<file path="config.mk">
export PLATFORM = sky130hd
export DESIGN_NAME = double_ended_queue_top_flat
export DESIGN_NICKNAME = d
export VERILOG_FILES = /design/src/hw/rtl/deq_pkg.sv /design/src/hw/rtl/deq_if.sv /design/src/hw/rtl/deq_ctrl.sv /design/src/hw/rtl/deq_datapath.sv /design/src/hw/rtl/double_ended_queue_top.sv /design/src/flat_wrapper.sv
export SDC_FILE = /design/constraint.sdc
export NUM_CORES = 1
export LEC_CHECK = 0
export ABC_CLOCK_PERIOD_IN_PS = 16700
export BUFFER_PORTS_ARGS = -buffer_cell sky130_fd_sc_hd__buf_4
export CAP_MARGIN = 20
export CORE_ASPECT_RATIO = 1.75
export CORE_UTILIZATION = 45
export CTS_BUF_LIST = sky130_fd_sc_hd__clkbuf_8
export CTS_CLUSTER_DIAMETER = 80
export DETAILED_ROUTE_END_ITERATION = 16
export PLACE_DENSITY = 0.67
export SLEW_MARGIN = 25
export SYNTH_ARGS = -nofsm -noshare
export SYNTH_HDL_FRONTEND = slang
export SYNTH_SLANG_ARGS = --single-unit
</file>
<file path="constraint.sdc">
create_clock -name clock -period 16.7 [get_ports clock]
set_clock_uncertainty 0.1 [all_clocks]
set_input_delay 3.34 -clock clock [delete_from_list [all_inputs] [get_ports clock]]
set_output_delay 3.34 -clock clock [all_outputs]
set_load 0.05 [all_outputs]
</file>
<file path="src/hw/rtl/deq_pkg.sv">
package deq_pkg;

   localparam int DEPTH_DEFAULT = 16;

   localparam int KIND_W   = 3;
   localparam int VALUE_W  = 32;
   localparam int STATUS_W = 2;
   localparam int COUNT_W  = 5;

   typedef enum logic [KIND_W-1:0] {
      KIND_PUSH_BACK  = 3'd0,
      KIND_PUSH_FRONT = 3'd1,
      KIND_POP_FRONT  = 3'd2,
      KIND_POP_BACK   = 3'd3,
      KIND_CLEAR      = 3'd4
   } kind_type;

   typedef enum logic [STATUS_W-1:0] {
      ST_OK    = 2'd0,
      ST_FULL  = 2'd1,
      ST_EMPTY = 2'd2
   } status_type;

   typedef enum logic [1:0] {
      S_IDLE,
      S_EXEC,
      S_FETCH,
      S_LOAD
   } state_type;

   // commands from the sequencer to the datapath
   typedef struct packed {
      logic capture;
      logic exec;
      logic fetch;
      logic load;
   } deq_cmd_type;

endpackage

</file>
<file path="src/hw/rtl/deq_if.sv">
interface deq_req_if;
   import deq_pkg::*;

   logic                      valid;
   logic                      ready;
   logic [KIND_W-1:0]         kind;
   logic signed [VALUE_W-1:0] value;

   modport source (output valid, output kind, output value, input ready);
   modport sink   (input valid, input kind, input value, output ready);
endinterface

interface deq_rsp_if;
   import deq_pkg::*;

   logic                      valid;
   logic                      ready;
   logic [STATUS_W-1:0]       status;
   logic signed [VALUE_W-1:0] removed_value;
   logic signed [VALUE_W-1:0] front_value;
   logic signed [VALUE_W-1:0] back_value;
   logic [COUNT_W-1:0]        fill_count;

   modport source (output valid, output status, output removed_value, output front_value,
                   output back_value, output fill_count, input ready);
   modport sink   (input valid, input status, input removed_value, input front_value,
                   input back_value, input fill_count, output ready);
endinterface

</file>
<file path="src/hw/rtl/deq_ctrl.sv">
module deq_ctrl (
   input  logic                 clock,
   input  logic                 reset,
   input  logic                 req_valid,
   output logic                 req_ready,
   output logic                 rsp_valid,
   input  logic                 rsp_ready,
   output deq_pkg::deq_cmd_type cmd
);
   import deq_pkg::*;

   state_type state_ff;
   state_type state_in;
   logic      rsp_valid_ff;
   logic      rsp_valid_in;
   logic      out_free;

   assign out_free = !rsp_valid_ff || rsp_ready;

   always_comb begin
      state_in = state_ff;
      unique case (state_ff)
         S_IDLE: begin
            if (req_valid) state_in = S_EXEC;
         end
         S_EXEC:  state_in = S_FETCH;
         S_FETCH: state_in = S_LOAD;
         S_LOAD: begin
            if (out_free) state_in = S_IDLE;
         end
         default: state_in = S_IDLE;
      endcase
   end

   always_comb begin
      req_ready   = (state_ff == S_IDLE);
      cmd.capture = (state_ff == S_IDLE) && req_valid;
      cmd.exec    = (state_ff == S_EXEC);
      cmd.fetch   = (state_ff == S_FETCH);
      cmd.load    = (state_ff == S_LOAD) && out_free;
      // hold the result until taken, refill from the load step
      rsp_valid_in = cmd.load ? 1'b1 : (rsp_valid_ff && !rsp_ready);
   end

   always_ff @(posedge clock) begin
      if (reset) begin
         state_ff     <= S_IDLE;
         rsp_valid_ff <= 1'b0;
      end else begin
         state_ff     <= state_in;
         rsp_valid_ff <= rsp_valid_in;
      end
   end

   assign rsp_valid = rsp_valid_ff;

endmodule

</file>
<file path="src/hw/rtl/deq_datapath.sv">
module deq_datapath #(
   parameter int DEPTH = deq_pkg::DEPTH_DEFAULT
) (
   input  logic                          clock,
   input  logic                          reset,
   input  deq_pkg::deq_cmd_type          cmd,
   input  logic [deq_pkg::KIND_W-1:0]    req_kind,
   input  logic [deq_pkg::VALUE_W-1:0]   req_value,
   output logic [deq_pkg::STATUS_W-1:0]  rsp_status,
   output logic [deq_pkg::VALUE_W-1:0]   rsp_removed_value,
   output logic [deq_pkg::VALUE_W-1:0]   rsp_front_value,
   output logic [deq_pkg::VALUE_W-1:0]   rsp_back_value,
   output logic [deq_pkg::COUNT_W-1:0]   rsp_fill_count
);
   import deq_pkg::*;

   localparam int IDX_W = (DEPTH > 1) ? $clog2(DEPTH) : 1;
   localparam int CNT_W = $clog2(DEPTH + 1);
   localparam logic [IDX_W-1:0] LAST_IDX = IDX_W'(DEPTH - 1);
   localparam logic [CNT_W-1:0] FULL_CNT = CNT_W'(DEPTH);

   function automatic logic [IDX_W-1:0] ring_next(input logic [IDX_W-1:0] idx);
      return (idx == LAST_IDX) ? '0 : idx + IDX_W'(1);
   endfunction

   function automatic logic [IDX_W-1:0] ring_prev(input logic [IDX_W-1:0] idx);
      return (idx == '0) ? LAST_IDX : idx - IDX_W'(1);
   endfunction

   logic [VALUE_W-1:0]  store_mem [DEPTH];

   logic [KIND_W-1:0]   kind_ff;
   logic [VALUE_W-1:0]  value_ff;
   logic [IDX_W-1:0]    front_ff, front_in;
   logic [IDX_W-1:0]    back_ff, back_in;
   logic [CNT_W-1:0]    count_ff, count_in;
   logic [STATUS_W-1:0] status_ff, status_in;
   logic                pop_ok_ff, pop_ok_in;
   logic                wr_en;
   logic [IDX_W-1:0]    wr_addr;
   logic [IDX_W-1:0]    pop_addr;
   logic [IDX_W-1:0]    rd_addr_a;
   logic [IDX_W-1:0]    rd_addr_b;
   logic [VALUE_W-1:0]  rd_a_ff;
   logic [VALUE_W-1:0]  rd_b_ff;
   logic [VALUE_W-1:0]  removed_ff;
   logic                full;
   logic                empty;
   logic                nonempty;
   logic [CNT_W+COUNT_W-1:0] count_ext;

   logic [STATUS_W-1:0] rsp_status_ff;
   logic [VALUE_W-1:0]  rsp_removed_ff;
   logic [VALUE_W-1:0]  rsp_front_ff;
   logic [VALUE_W-1:0]  rsp_back_ff;
   logic [COUNT_W-1:0]  rsp_fill_ff;

   assign full     = (count_ff == FULL_CNT);
   assign empty    = (count_ff == '0);
   assign nonempty = !empty;

   always_comb begin
      front_in  = front_ff;
      back_in   = back_ff;
      count_in  = count_ff;
      status_in = ST_OK;
      pop_ok_in = 1'b0;
      wr_en     = 1'b0;
      wr_addr   = back_ff;
      pop_addr  = front_ff;
      unique case (kind_type'(kind_ff))
         KIND_PUSH_BACK: begin
            if (full) begin
               status_in = ST_FULL;
            end else begin
               wr_en    = 1'b1;
               wr_addr  = back_ff;
               back_in  = ring_next(back_ff);
               count_in = count_ff + CNT_W'(1);
            end
         end
         KIND_PUSH_FRONT: begin
            if (full) begin
               status_in = ST_FULL;
            end else begin
               wr_en    = 1'b1;
               wr_addr  = ring_prev(front_ff);
               front_in = ring_prev(front_ff);
               count_in = count_ff + CNT_W'(1);
            end
         end
         KIND_POP_FRONT: begin
            if (empty) begin
               status_in = ST_EMPTY;
            end else begin
               pop_ok_in = 1'b1;
               pop_addr  = front_ff;
               front_in  = ring_next(front_ff);
               count_in  = count_ff - CNT_W'(1);
            end
         end
         KIND_POP_BACK: begin
            if (empty) begin
               status_in = ST_EMPTY;
            end else begin
               pop_ok_in = 1'b1;
               pop_addr  = ring_prev(back_ff);
               back_in   = ring_prev(back_ff);
               count_in  = count_ff - CNT_W'(1);
            end
         end
         KIND_CLEAR: begin
            front_in = '0;
            back_in  = '0;
            count_in = '0;
         end
         default: begin
         end
      endcase
   end

   // read the popped entry during exec, then front and back
   assign rd_addr_a = cmd.exec ? pop_addr : front_ff;
   assign rd_addr_b = ring_prev(back_ff);

   always_ff @(posedge clock) begin
      if (reset) begin
         front_ff <= '0;
         back_ff  <= '0;
         count_ff <= '0;
      end else if (cmd.exec) begin
         front_ff <= front_in;
         back_ff  <= back_in;
         count_ff <= count_in;
      end
   end

   always_ff @(posedge clock) begin
      if (cmd.exec && wr_en) begin
         store_mem[wr_addr] <= value_ff;
      end
      rd_a_ff <= store_mem[rd_addr_a];
      rd_b_ff <= store_mem[rd_addr_b];
   end

   assign count_ext = {{COUNT_W{1'b0}}, count_ff};

   always_ff @(posedge clock) begin
      if (cmd.capture) begin
         kind_ff  <= req_kind;
         value_ff <= req_value;
      end
      if (cmd.exec) begin
         status_ff <= status_in;
         pop_ok_ff <= pop_ok_in;
      end
      if (cmd.fetch) begin
         removed_ff <= pop_ok_ff ? rd_a_ff : '0;
      end
      if (cmd.load) begin
         rsp_status_ff  <= status_ff;
         rsp_removed_ff <= removed_ff;
         rsp_front_ff   <= nonempty ? rd_a_ff : '0;
         rsp_back_ff    <= nonempty ? rd_b_ff : '0;
         rsp_fill_ff    <= count_ext[COUNT_W-1:0];
      end
   end

   assign rsp_status        = rsp_status_ff;
   assign rsp_removed_value = rsp_removed_ff;
   assign rsp_front_value   = rsp_front_ff;
   assign rsp_back_value    = rsp_back_ff;
   assign rsp_fill_count    = rsp_fill_ff;

endmodule

</file>
<file path="src/hw/rtl/double_ended_queue_top.sv">
// Bounded double-ended queue over a ring store of DEPTH entries.
// Request channel (req_ch): one transaction carries an operation kind (push back,
// push front, pop front, pop back, clear) and a value used by pushes.
// Response channel (rsp_ch): exactly one transaction per request, in order, with
// the status (ok, full, empty), the popped value, the front and back values after
// the operation and the fill count. Refused pushes and pops change nothing.
// After a request is accepted it walks the exec, fetch and load steps, and the
// load step fills the response register; a new request is taken only once the
// last one has left its load step. The steps are needed because the store has
// registered read ports and is read twice (popped entry, then front and back).
// The response sits in an output register; while it waits, the next request is
// already taken and worked on, and only its load step waits for the register.
// A stalled receiver therefore holds at most one finished and one pending result.
// Reset (synchronous, active high) empties the queue and drops any pending
// response; the store contents are not cleared, since entries are only read
// after being written.
module double_ended_queue_top #(
   parameter int DEPTH = deq_pkg::DEPTH_DEFAULT
) (
   input logic        clock,
   input logic        reset,
   deq_req_if.sink    req_ch,
   deq_rsp_if.source  rsp_ch
);
   import deq_pkg::*;

   deq_cmd_type         cmd;
   logic                req_valid;
   logic                req_ready;
   logic                rsp_valid;
   logic                rsp_ready;
   logic [STATUS_W-1:0] rsp_status;
   logic [VALUE_W-1:0]  rsp_removed_value;
   logic [VALUE_W-1:0]  rsp_front_value;
   logic [VALUE_W-1:0]  rsp_back_value;
   logic [COUNT_W-1:0]  rsp_fill_count;

   assign req_valid    = req_ch.valid;
   assign req_ch.ready = req_ready;
   assign rsp_ready    = rsp_ch.ready;
   assign rsp_ch.valid = rsp_valid;

   // sequence each transaction through exec, fetch and load
   deq_ctrl u_ctrl (
      .clock     (clock),
      .reset     (reset),
      .req_valid (req_valid),
      .req_ready (req_ready),
      .rsp_valid (rsp_valid),
      .rsp_ready (rsp_ready),
      .cmd       (cmd)
   );

   // pointers, count, ring store and the response register
   deq_datapath #(
      .DEPTH (DEPTH)
   ) u_datapath (
      .clock             (clock),
      .reset             (reset),
      .cmd               (cmd),
      .req_kind          (req_ch.kind),
      .req_value         (req_ch.value),
      .rsp_status        (rsp_status),
      .rsp_removed_value (rsp_removed_value),
      .rsp_front_value   (rsp_front_value),
      .rsp_back_value    (rsp_back_value),
      .rsp_fill_count    (rsp_fill_count)
   );

   assign rsp_ch.status        = rsp_status;
   assign rsp_ch.removed_value = rsp_removed_value;
   assign rsp_ch.front_value   = rsp_front_value;
   assign rsp_ch.back_value    = rsp_back_value;
   assign rsp_ch.fill_count    = rsp_fill_count;

endmodule

</file>
<file path="src/flat_wrapper.sv">
// flat-port wrapper written by rule: the top's interface ports become plain ports
module double_ended_queue_top_flat import deq_pkg::*;
#(
   parameter int DEPTH = deq_pkg::DEPTH_DEFAULT
)
  (clock, reset, req_ch_valid, req_ch_kind, req_ch_value, req_ch_ready, rsp_ch_valid, rsp_ch_status, rsp_ch_removed_value, rsp_ch_front_value, rsp_ch_back_value, rsp_ch_fill_count, rsp_ch_ready);
  deq_req_if req_ch_i ();
  deq_rsp_if rsp_ch_i ();
  input logic clock;
  input logic reset;
  input wire logic [$bits(req_ch_i.valid)-1:0] req_ch_valid;
  input wire logic [$bits(req_ch_i.kind)-1:0] req_ch_kind;
  input wire logic [$bits(req_ch_i.value)-1:0] req_ch_value;
  output wire logic [$bits(req_ch_i.ready)-1:0] req_ch_ready;
  output wire logic [$bits(rsp_ch_i.valid)-1:0] rsp_ch_valid;
  output wire logic [$bits(rsp_ch_i.status)-1:0] rsp_ch_status;
  output wire logic [$bits(rsp_ch_i.removed_value)-1:0] rsp_ch_removed_value;
  output wire logic [$bits(rsp_ch_i.front_value)-1:0] rsp_ch_front_value;
  output wire logic [$bits(rsp_ch_i.back_value)-1:0] rsp_ch_back_value;
  output wire logic [$bits(rsp_ch_i.fill_count)-1:0] rsp_ch_fill_count;
  input wire logic [$bits(rsp_ch_i.ready)-1:0] rsp_ch_ready;
  assign req_ch_i.valid = req_ch_valid;
  assign req_ch_i.kind = req_ch_kind;
  assign req_ch_i.value = req_ch_value;
  assign req_ch_ready = req_ch_i.ready;
  assign rsp_ch_valid = rsp_ch_i.valid;
  assign rsp_ch_status = rsp_ch_i.status;
  assign rsp_ch_removed_value = rsp_ch_i.removed_value;
  assign rsp_ch_front_value = rsp_ch_i.front_value;
  assign rsp_ch_back_value = rsp_ch_i.back_value;
  assign rsp_ch_fill_count = rsp_ch_i.fill_count;
  assign rsp_ch_i.ready = rsp_ch_ready;
  double_ended_queue_top #(.DEPTH(DEPTH)) u_core (.clock(clock), .reset(reset), .req_ch(req_ch_i), .rsp_ch(rsp_ch_i));
endmodule
</file>
# Word level (Yosys, flattened, before mapping)
# Memory sizes are Yosys's and may differ from the RTL's. A register that Yosys moved wholly into a read port is not among the register bits.
# Cells that the tools add are included.
# word_totals
elab_cells	91
register_bits	189
input_bits	39
ram_bits	512
mem_count	1
# classes
muxes	30
reduce_logical	21
n_addsub	6
eq_ne	18
# memory_table
name	depth	word_bits	read_ports	rd_clocked_by_memory_dff	wr	line_no	source
u_core.u_datapath.store_mem	16	32	2	2	1	deq_datapath.sv:30	logic [VALUE_W-1:0] store_mem [DEPTH];
# op_table
operator	count
two-way mux 4 bit	13
one-hot mux 4 bit (3 select lines)	2
inequality test 2 bit, second input constant	8
one-hot mux 5 bit (3 select lines)	1
AND reduction 4 bit	3
two-way mux 5 bit	2
nonzero test 3 bit	3
adder 4 x 1 -> 4 bit, second input constant	2
== test 4 bit, second input constant	2
zero test 4 bit	2
one-hot mux 2 bit (4 select lines)	1
subtractor 4 x 1 -> 4 bit, second input constant	2
two-way mux 1 bit	7
== test 3 x 2 -> 1 bit, second input constant	2
two-way mux 2 bit	3
adder 5 x 1 -> 5 bit, second input constant	1
== test 5 bit, second input constant	1
zero test 5 bit	1
subtractor 5 x 1 -> 5 bit, second input constant	1
== test 2 bit, second input constant	2
logical AND 1 bit	4
one-hot mux 2 bit (2 select lines)	1
OR reduction 2 bit	2
== test 3 x 1 -> 1 bit, second input constant	1
7 further kinds	8

# Longest topological paths before layout
# depth
word_depth	6
depth_mapped	12
mapped_depth_nobuf	9

# Hierarchy
# From an unflattened synthesis, not the netlist that was laid out.
# unflattened
cells_unflattened	2416
area_unflattened_um2	34753.3
# by_module_without_submodules
mod	instances	cells_each	seq_area_each_um2	area_each_um2
deq_datapath	1	2394	22111.2	34546.9
deq_ctrl	1	22	60.1	206.4

# Worst setup path before layout
# No wires, ideal clock.
# synth_timing
kind	in2reg
startpoint	input rsp_ch_ready
endpoint	register u_core.u_datapath.rsp_back_ff[0], in the netlist u_core.u_datapath.rsp_back_value[0], enable pin
setup_slack_ns	8.050
setup_time_ns	0.578
arrival_time_ns	7.972
path_stages	2
cell_sequence	nor2b_1 -> nor2b_1
# synth_rtl
item	line_no	source
start, declared	flat_wrapper.sv:21	input wire logic [$bits(rsp_ch_i.ready)-1:0] rsp_ch_ready;
end signal, assigned	deq_datapath.sv:164	rsp_back_ff <= nonempty ? rd_b_ff : '0;
end, declared	deq_datapath.sv:55	logic [VALUE_W-1:0] rsp_back_ff;

# Worst setup path in the final report
# layout_timing
startpoint	register u_core.u_ctrl.state_ff[0]
endpoint	output req_ch_ready
# layout_via
elab_chain_len	1
# layout_lines
item	line_no	source
start, declared	deq_ctrl.sv:12	state_type state_ff;
start signal, assigned	deq_ctrl.sv:50	state_ff <= state_in;
zero test 2 bit	deq_ctrl.sv:36	req_ready = (state_ff == S_IDLE);
end, declared	flat_wrapper.sv:14	output wire logic [$bits(req_ch_i.ready)-1:0] req_ch_ready;
# Every way passes these cells.

==> flow_summary.toml <==
[cts]
clk_pin_slew_ns = 0.07
holdBufCountCts = 0
clk_latency_ns = 0.76
cts_tree = "yes"
cts_max_path_buffers = 3
postCtsResizedCells = 0
root_buffer = "clkbuf_8"
htreeDepth = 3
cts_sinks = 765
cts_setup_buffers = 0
cts_buffers = 101

[global_routing]
antenna_found_initial = 4
first_global_vias = 22302
grt_usage_pct = 24.0
grt_overflow = 0
grt_pass1_wl_mm = 137
grt_max_degree = 139

[final_layout]
nFillCells = 6233
multiInputGateArea_um2 = 10700
post_layout_nonfiller_instances = 3564
fin_nets = 2518
drive_above_1_share_pct = 20.0
syn_to_final_growth_pct = 12.0
register_area_um2 = 22200

[pwr]
p_leak_nw = 13.1
ir_drop_v = 0.0000962
p_per_area_nw_per_um2 = 136

[placement]
hpwl_mm = 51.6
gp_congestion = 0.828
dpl.cell_count = 3374
post-place-ws_ns = 11.27
place.port_buffers = 143

[logic_synthesis]
synth.most_common_cell = "edfxtp_1"
ys.flop_type = "edfxtp_1"
ys_warn_count = 0
async_reset_ff_share_pct = 0
synth_area_per_cell_um2 = 14.5
seq_area_frac_synth_pct = 64.7
syn_area_um2 = 34300
netlist.area_leader.share_pct = 60.1
synth.net_count = 2417
ys_ff_latch = 765
ys_types = 63
synth_area_leaders = "edfxtp_1 (60%), mux4_2 (8.4%), mux2i_1 (4.9%), dfxtp_1 (4.7%), a211oi_1 (4.2%)"
synth_common_cells = "edfxtp_1 (685), inv_1 (198), a211oi_1 (191), mux2i_1 (169), nand2_1 (154)"
netlist_instances = 2365
yosysTopAreaCell = "edfxtp_1"
synth_edf_count = 685

[worst_hold_path]
holdPathStages = 0
hold_path_class = "flip-flop to flip-flop"
hold-path-endpoint = "u_core.u_datapath.rsp_removed_value[2]"
min_from = "u_core.u_datapath.removed_ff[2]"

[route]
drtIter0Drc = 2477
antenna_left = 0
dr_total_vias = 21916
wl_per_cell_um = 26.0
wirelength_mm = 92.6
viasPerCell = 6.15
post-route-drc-count = 0
dr.pass1.iters = 7

[floorplan]
die-area_um2 = 77300
ios = 144
die_h_um = 367
start_util_pct = 45.5
row_count = 133
die_width_um = 211
core_um2 = 75200

[timing]
worst_slack_ns = 11.59
fmax_ghz = 0.196
hold_viol_final = 0
setup_tns_ns = 0
fin_crit_ns = 5.11
finalSetupViolCount = 0
rsz0062_at_grt = "false"
worst_pin_slew_ns = 1.13
relSlewSlack_pct = 25.0
drv_slew = 0
timing.final.crit_share_pct = 30.6

[critical_path]
crit_fanout = 4
crit_path_cell_trace = "inv_1 -> ha_1 -> buf_4"
cp.required_ns = 13.26
crit_type = "flip-flop to output pin"
r2r-start = "u_core.u_datapath.back_ff[0]"
r2r_cells = 10
slowest_stage = "dfxtp_1"
cp-end-kind = "output pin"
r2r_end = "u_core.u_datapath.rd_a_ff[25]"
cpPeakStageDelay_ns = 0.38
startpoint_type = "flip-flop"
crit_start = "u_core.u_ctrl.state_ff[0]"
cp.arrival_ns = 1.67
ff2ff_setup_slack_ns = 11.75

[run_status]
status = "complete, no violations"

[flow_run]
drv_cap = 0
[metrics by stage]
stage	power, W	utilization, %	hold slack, ns	area, um^2
finish	0.00522	51.0	0.313	38400
global route	0.00542	51.0	0.309	38400
CTS	0.00523	51.0	0.310	38300
detailed placement	0.00384	48.3	0.305	36300
global placement	0.00381	48.3	0.301	36300
floorplan	0.00339	-	0.300	34300
[power by group]
group	switching [W]	internal (W)	leakage [nW]
Clock	0.000710	0.000698	1.16
Combinational	0.000785	0.000446	5.09
Sequential	0.000188	0.00239	6.88
Total	0.00168	0.00353	13.1
[layer usage]
metal / global-route usage [%] / share of wire (%) / vias up
met5: 0 / 0.024 / -
met4: 12.0 / 4.6 / 4
met3: 4.65 / 8.4 / 276
met2: 40.9 / 50 / 1177
met1: 28.9 / 37 / 11065
li1: - / - / 9394
[worst max path at each step]
stage / end / cells after the start / slack [ns]
global placement: u_core.u_datapath.rsp_back_value[11] / 5 / 11.34
global route: req_ch_ready / 3 / 11.50
CTS: req_ch_ready / 3 / 11.54
floorplan: u_core.u_datapath.rsp_back_value[0] / 2 / 8.05
finish: req_ch_ready / 3 / 11.59
detailed placement: u_core.u_datapath.rsp_back_value[11] / 5 / 11.27
[flip-flops by register name (all words and copies together) (netlist names), 32 cells and up]
name,cells
u_core.u_datapath.rd_a_ff,32
u_core.u_datapath.rd_b_ff,32
u_core.u_datapath.removed_ff,32
u_core.u_datapath.rsp_back_value,32
u_core.u_datapath.rsp_front_value,32
u_core.u_datapath.rsp_removed_value,32
u_core.u_datapath.store_mem,512
u_core.u_datapath.value_ff,32
[placed cells by master, fill, tap and decap left out, types with 69 or more instances in the layout]
cell	n
mux2i_1	168
a211oi_1	191
mux4_2	128
inv_1	233
nor2b_1	69
clkbuf_8	109
nand2_1	153
o211ai_1	96
dfxtp_1	79
buf_4	184
edfxtp_1	685
[critical path: cells and delay by family, from the launching register on]
family | cells | cell delay [ns]
adder cells (fa/ha/maj) | 1 | 0.25
flip-flops | 1 | 0.38
buffers and inverters | 2 | 0.30
[final cells by class]
cell class	count	share of cell area, %
Sequential cell	765	57.8
Multi-Input combinational cell	1208	27.9
Clock buffer	109	3.91
Timing Repair Buffer	188	3.75
Tap cell	1012	3.30
Inverter	202	1.98
Clock inverter	79	1.31
Antenna cell	1	0.00652
[cells by family after synthesis]
family	share of synthesized area, %
mux	13.7
simple gates	5.89
xor+xnor	0.153
fa+ha+maj	0.497
buf+inv	4.73
flops	64.7
compound gates	10.3
Power figures use the tool's default switching activity.
